## src/sv/fhp_pkg.sv

```systemverilog
package fhp_pkg;

  localparam logic [31:0] FNV_OFFSET_BASIS = 32'd2166136261;
  localparam logic [31:0] FNV_PRIME        = 32'd16777619;
  localparam logic [15:0] PART_COUNT_RST   = 16'd1;
  localparam int unsigned DIV_STEPS        = 32;

  typedef struct packed {
    logic [7:0] key_byte;
    logic       byte_valid;
    logic       key_end;
  } in_word_t;

  typedef struct packed {
    logic [15:0] partition_index;
    logic [31:0] hash_value;
  } out_word_t;

  typedef enum logic [1:0] {
    ST_RUN,
    ST_DIV,
    ST_LOAD
  } state_t;

  typedef struct packed {
    logic fold;
    logic start;
    logic step;
    logic load;
  } cmd_t;

  typedef struct packed {
    logic div_last;
  } status_t;

  // xor in the byte, then multiply by the prime: 2^24 + 2^8 + 2^7 + 2^4 + 2^1 + 1
  function automatic logic [31:0] fhp_fold(input logic [31:0] h, input logic [7:0] b);
    logic [31:0] x;
    x = h ^ {24'd0, b};
    return (x << 24) + (x << 8) + (x << 7) + (x << 4) + (x << 1) + x;
  endfunction

endpackage

```

## src/sv/fhp_ctrl.sv

```systemverilog
module fhp_ctrl (
  input  logic            clk,
  input  logic            rst_n,
  input  logic            in_valid,
  output logic            in_ready,
  input  logic            in_key_end,
  output logic            out_valid,
  input  logic            out_ready,
  output fhp_pkg::cmd_t   cmd,
  input  fhp_pkg::status_t status
);

  fhp_pkg::state_t state_r, state_nxt;
  logic            out_valid_r, out_valid_nxt;
  logic            accept;

  always_ff @(posedge clk) begin
    if (!rst_n) begin
      state_r     <= fhp_pkg::ST_RUN;
      out_valid_r <= 1'b0;
    end else begin
      state_r     <= state_nxt;
      out_valid_r <= out_valid_nxt;
    end
  end

  always_comb begin
    state_nxt  = state_r;
    in_ready   = 1'b0;
    cmd        = '0;
    accept     = 1'b0;
    unique case (state_r)
      fhp_pkg::ST_RUN: begin
        in_ready  = 1'b1;
        accept    = in_valid;
        cmd.fold  = accept;
        cmd.start = accept && in_key_end;
        if (cmd.start) begin
          state_nxt = fhp_pkg::ST_DIV;
        end
      end
      fhp_pkg::ST_DIV: begin
        cmd.step = 1'b1;
        if (status.div_last) begin
          state_nxt = fhp_pkg::ST_LOAD;
        end
      end
      fhp_pkg::ST_LOAD: begin
        if (!out_valid_r || out_ready) begin
          cmd.load  = 1'b1;
          state_nxt = fhp_pkg::ST_RUN;
        end
      end
      default: begin
        state_nxt = fhp_pkg::ST_RUN;
      end
    endcase
  end

  always_comb begin
    out_valid_nxt = out_valid_r;
    if (out_valid_r && out_ready) begin
      out_valid_nxt = 1'b0;
    end
    if (cmd.load) begin
      out_valid_nxt = 1'b1;
    end
  end

  assign out_valid = out_valid_r;

endmodule

```

## src/sv/fhp_dp.sv

```systemverilog
module fhp_dp (
  input  logic               clk,
  input  logic               rst_n,
  input  fhp_pkg::in_word_t  in_data,
  output fhp_pkg::out_word_t out_data,
  input  logic               cfg_we,
  input  logic [15:0]        cfg_wdata,
  input  fhp_pkg::cmd_t      cmd,
  output fhp_pkg::status_t   status
);

  logic [31:0] running_r, running_nxt;
  logic [31:0] quot_r, quot_nxt;
  logic [15:0] rem_r, rem_nxt;
  logic [31:0] hash_r, hash_nxt;
  logic [4:0]  cnt_r, cnt_nxt;
  logic [15:0] part_cnt_r;
  fhp_pkg::out_word_t out_r, out_nxt;
  logic [31:0] folded;
  logic [16:0] rem_sh;
  logic [17:0] diff;

  always_ff @(posedge clk) begin
    if (!rst_n) begin
      running_r  <= fhp_pkg::FNV_OFFSET_BASIS;
      part_cnt_r <= fhp_pkg::PART_COUNT_RST;
      cnt_r      <= '0;
    end else begin
      running_r <= running_nxt;
      cnt_r     <= cnt_nxt;
      if (cfg_we) begin
        part_cnt_r <= cfg_wdata;
      end
    end
  end

  always_ff @(posedge clk) begin
    quot_r <= quot_nxt;
    rem_r  <= rem_nxt;
    hash_r <= hash_nxt;
    out_r  <= out_nxt;
  end

  // hash update
  always_comb begin
    folded = in_data.byte_valid ? fhp_pkg::fhp_fold(running_r, in_data.key_byte) : running_r;
    running_nxt = running_r;
    if (cmd.start) begin
      running_nxt = fhp_pkg::FNV_OFFSET_BASIS;
    end else if (cmd.fold) begin
      running_nxt = folded;
    end
  end

  // restoring divide: each step shifts in one dividend bit; only the remainder is kept
  always_comb begin
    rem_sh   = {rem_r, quot_r[31]};
    diff     = {1'b0, rem_sh} - {2'b00, part_cnt_r};
    quot_nxt = quot_r;
    rem_nxt  = rem_r;
    hash_nxt = hash_r;
    cnt_nxt  = cnt_r;
    if (cmd.start) begin
      quot_nxt = folded;
      hash_nxt = folded;
      rem_nxt  = '0;
      cnt_nxt  = '0;
    end else if (cmd.step) begin
      quot_nxt = {quot_r[30:0], 1'b0};
      rem_nxt  = diff[17] ? rem_sh[15:0] : diff[15:0];
      cnt_nxt  = cnt_r + 5'd1;
    end
  end

  assign status.div_last = (cnt_r == 5'(fhp_pkg::DIV_STEPS - 1));

  always_comb begin
    out_nxt = out_r;
    if (cmd.load) begin
      out_nxt.partition_index = (part_cnt_r == 16'd0) ? 16'd0 : rem_r;
      out_nxt.hash_value      = hash_r;
    end
  end

  assign out_data = out_r;

endmodule

```

## src/sv/fnv1a_hash_partitioner.sv

```systemverilog
// a key byte is folded into the running hash when accepted; an end word's result is registered after the divide
// throughput: 1 word per cycle within a key; after an end word in_ready stays low until the result is loaded
// the wait for a result and the in_ready low time both grow while an earlier result still waits in the output register
// the 32-step bit-serial modulo divider sets the end word cost
// the output register holds a result while the next key streams in
// synchronous active-low reset: running hash to offset basis, partition count to 1, no result held
module fnv1a_hash_partitioner (
  input  logic               clk,
  input  logic               rst_n,
  input  logic               in_valid,
  output logic               in_ready,
  input  fhp_pkg::in_word_t  in_data,
  output logic               out_valid,
  input  logic               out_ready,
  output fhp_pkg::out_word_t out_data,
  input  logic               cfg_we,
  input  logic [15:0]        cfg_wdata
);

  fhp_pkg::cmd_t    cmd;
  fhp_pkg::status_t status;

  fhp_ctrl u_ctrl (
    .clk        (clk),
    .rst_n      (rst_n),
    .in_valid   (in_valid),
    .in_ready   (in_ready),
    .in_key_end (in_data.key_end),
    .out_valid  (out_valid),
    .out_ready  (out_ready),
    .cmd        (cmd),
    .status     (status)
  );

  fhp_dp u_dp (
    .clk       (clk),
    .rst_n     (rst_n),
    .in_data   (in_data),
    .out_data  (out_data),
    .cfg_we    (cfg_we),
    .cfg_wdata (cfg_wdata),
    .cmd       (cmd),
    .status    (status)
  );

endmodule

```

## config.mk

```make
export PLATFORM = sky130hd
export DESIGN_NAME = fnv1a_hash_partitioner
export DESIGN_NICKNAME = d
export VERILOG_FILES = /design/src/sv/fhp_pkg.sv /design/src/sv/fhp_ctrl.sv /design/src/sv/fhp_dp.sv /design/src/sv/fnv1a_hash_partitioner.sv
export SDC_FILE = /design/constraint.sdc
export NUM_CORES = 1
export LEC_CHECK = 0
export BUFFER_PORTS_ARGS = -buffer_cell sky130_fd_sc_hd__buf_2
export CAP_MARGIN = 20
export CORE_MARGIN = 5
export CORE_UTILIZATION = 60
export CTS_BUF_LIST = sky130_fd_sc_hd__clkbuf_4 sky130_fd_sc_hd__clkbuf_8
export DETAILED_ROUTE_END_ITERATION = 10
export GPL_TIMING_DRIVEN = 0
export PLACE_DENSITY = 0.79
export SYNTH_ARGS = -nofsm -noshare
export SYNTH_HDL_FRONTEND = slang
export SYNTH_SLANG_ARGS = --single-unit
```

## constraint.sdc

```tcl
create_clock -name clk -period 6.3 [get_ports clk]
set_input_delay 0.63 -clock clk [delete_from_list [all_inputs] [get_ports clk]]
set_output_delay 0.63 -clock clk [all_outputs]
set_load 0.01 [all_outputs]
```

==> results.json <==
{
  "slew_headroom_pct": 23.59,
  "crit_start": "u_dp.running_r[2]",
  "critical_path_class": "flip-flop to flip-flop",
  "reg2reg_to": "u_dp.hash_r[31]",
  "cts_tree": "done",
  "start_util_pct": 60.57,
  "postCtsSetupRepairBufs": 0,
  "synthToLayoutAreaGrowth_pct": 9.586,
  "wirelength_um": 28350,
  "fp.coreArea_um2": 20170,
  "post_cts_resized": 0,
  "endpoint_kind": "flip-flop",
  "final_cell_area_um2": 13390,
  "placed_cells": 1552,
  "drive_gt1_share_pct": 12.79,
  "cts_sinks": 184,
  "start_kind": "flip-flop",
  "r2r_cells": 16,
  "crit_end": "u_dp.hash_r[31]",
  "tightest_slew_ps": 1138,
  "hp-class": "input port to flip-flop",
  "rows": 52,
  "layout.cells.non_filler": 1584,
  "dr.pass1.iters": 7,
  "grtUsageMet3_pct": 5.055,
  "antenna_found_initial": 0,
  "syn-instance-count": 1201,
  "cp.required_ps": 6520,
  "rsz0062_at_grt": "false",
  "grt_pass1_vias": 8919,
  "fin_skew_ps": 16.06,
  "cp_slowest_stage_delay_ps": 760,
  "crit_fanout": 9,
  "viasPerCell": 5.672,
  "drc": 0,
  "status": "complete, no violations",
  "synth_seq_area_share_pct": 39.33,
  "crit_arrival_ps": 5720,
  "insertion_delay_ps": 470,
  "avgRoutedWirePerCell_um": 17.90,
  "cts-root-buf": "clkbuf_8",
  "synth_area_per_cell_um2": 10.17,
  "gr-usage-met2_pct": 40.97,
  "synthFlopType": "edfxtp_1",
  "rr_startpoint": "u_dp.running_r[2]",
  "pin_count": 81,
  "final_cell_mix": "inv_1 (170), edfxtp_1 (112), nand2_1 (111)",
  "cp_slowest_cell": "xnor2_1",
  "routabilityCongestion": 0.9343,
  "holdBufCountCts": 0,
  "path_cells": "xnor2_1, inv_1, fa_1, inv_1, fa_1, fa_1, inv_1, ha_1, clkbuf_2, nand2_1, o21ai_1, nor2_1, o31ai_1, o221ai_4, xnor2_1, mux2_2",
  "period_needed_ps": 5493,
  "synth_nets": 1381,
  "die_h_um": 152.7,
  "setup_viol": 0,
  "grt_max_degree": 42,
  "cts_buffer_depth": 2,
  "fin_ws_ps": 806.9,
  "ys_seq_elements": 184,
  "drv_slew": 0,
  "grtUsageTotal_pct": 24.76,
  "tns_ps": 0,
  "port_buffers": 79,
  "die-area_um2": 23310,
  "pre_cts_ws_ps": 503.0,
  "yosysUniqueCellTypes": 76,
  "yosysWarningCount": 0,
  "postRouteAntennaNets": 0,
  "cts_max_level": 4,
  "top_usage_layer": "met2",
  "drt_iter0_markers": 583,
  "finalHoldViolCount": 0,
  "clk_pin_slew_ps": 100,
  "via_count": 8985,
  "met1_usage_pct": 32.74,
  "async_flop_share_pct": 0,
  "cts_buffers": 17,
  "chipWidth_um": 152.7,
  "final_common_cell": "inv_1",
  "nets": 1481,
  "synth_edf_count": 112,
  "fin_crit_sh_pct": 87.19,
  "insertedDiodeCount": 0,
  "syn-cell-area_um2": 12220,
  "grt_overflow": 0,
  "rrSetupSlack_ps": 810,
  "nFillCells": 1591,
  "grt_pass1_wl_um": 46080,
  "drv_cap": 0,
  "hold_start": "cfg_wdata[0]",
  "hpwl_um": 22470,
  "dpl_cell_area_um2": 13010,
  "fmax_ghz": 0.1820
}
[cell type report]
cell class	count	area, µm²	share of cell area (%)
timing repair buffer	81	442.9	3.308
clock inverter	14	141.4	1.056
sequential	184	4805	35.89
buffer	43	181.4	1.355
inverter	170	638.1	4.766
tap	270	337.8	2.523
clock buffer	18	241.5	1.804
multi-input combinational	804	6600	49.30
[per-layer routing]
layer	share of wire (%)	routed length [µm]
met5	0	0
met4	2.8	783
met3	7.2	2052
met2	48	13670
met1	42	11850
[logic make-up (layout without fill, tap and decap cells)]
kind of cell / count (synthesis) / after routing / synth area share [%]
buffers and inverters: 213 / 326 / 6.708
XOR/XNOR: 70 / 70 / 5.080
flip-flops: 184 / 184 / 39.33
multiplexers: 57 / 57 / 4.895
AND/OR/NAND/NOR: 305 / 305 / 12.00
AO/OA/AOI/OAI: 222 / 222 / 12.40
adder cells (fa/ha/maj): 150 / 150 / 19.58
[worst min-delay path by stage]
stage / endpoint / slack (ps) / cells past startpoint
global route: u_dp.part_cnt_r[0] / 420 / 3
finish: u_dp.part_cnt_r[0] / 400 / 3
CTS: u_dp.part_cnt_r[0] / 390 / 3
detailed placement: u_dp.out_data[0] / 400 / 0
floorplan: u_dp.out_data[0] / 400 / 0
global placement: u_dp.out_data[18] / 400 / 0
[Yosys cell counts (all sizes together) (4+ instances only)]
cell type	n	area share, %
o2111ai	5	0.36
nand2b	9	0.46
mux2i	38	3.1
nor2b	25	1.3
a21oi	62	2.6
clkbuf	30	0.93
xnor2	48	3.4
dfxtp	72	12
nor2	65	2.0
nand2	111	3.4
edfxtp	112	28
nor4	6	0.36
or3	4	0.20
fa	69	11
ha	80	8.2
nor3	11	0.45
inv	170	5.2
o21a	8	0.49
o21bai	8	0.55
o211ai	14	0.94
nor3b	5	0.31
a21boi	5	0.31
and3	10	0.51
a211oi	13	0.84
and2	21	1.1
o21ai	57	2.4
nand3	14	0.57
a21o	11	0.68
a31oi	9	0.58
buf	13	0.55
mux2	19	1.8
xor2	22	1.6
nand4	11	0.56
[critical path: cells and delay by family (launching register included)]
kind            cells  cell delay (ps)
simple gates        2              200
fa+ha+maj           4             1930
xor+xnor            2              950
flops               1              350
mux                 1              290
compound gates      3              910
buf+inv             4              590
[state kept, by name, summed over array words and instances (netlist names)]
signal,cells
u_dp.running_r,32
u_dp.out_data,48
u_dp.hash_r,32
u_dp.cnt_r,5
u_dp.part_cnt_r,16
u_dp.rem_r,16
u_ctrl.state_r,2
u_dp.quot_r,32
u_ctrl.out_valid,1
[per-stage QoR]
step	hold WS, ps	util (%)
floorplan	400.3	-
global placement	400.5	64.21
detailed placement	404.5	64.48
CTS	390.4	66.38
global route	415.0	66.38
finish	401.6	66.38
Power is left out: the tool's default activity adds up to more than one toggle a clock period on the data nets, which glitch-free logic cannot reach.
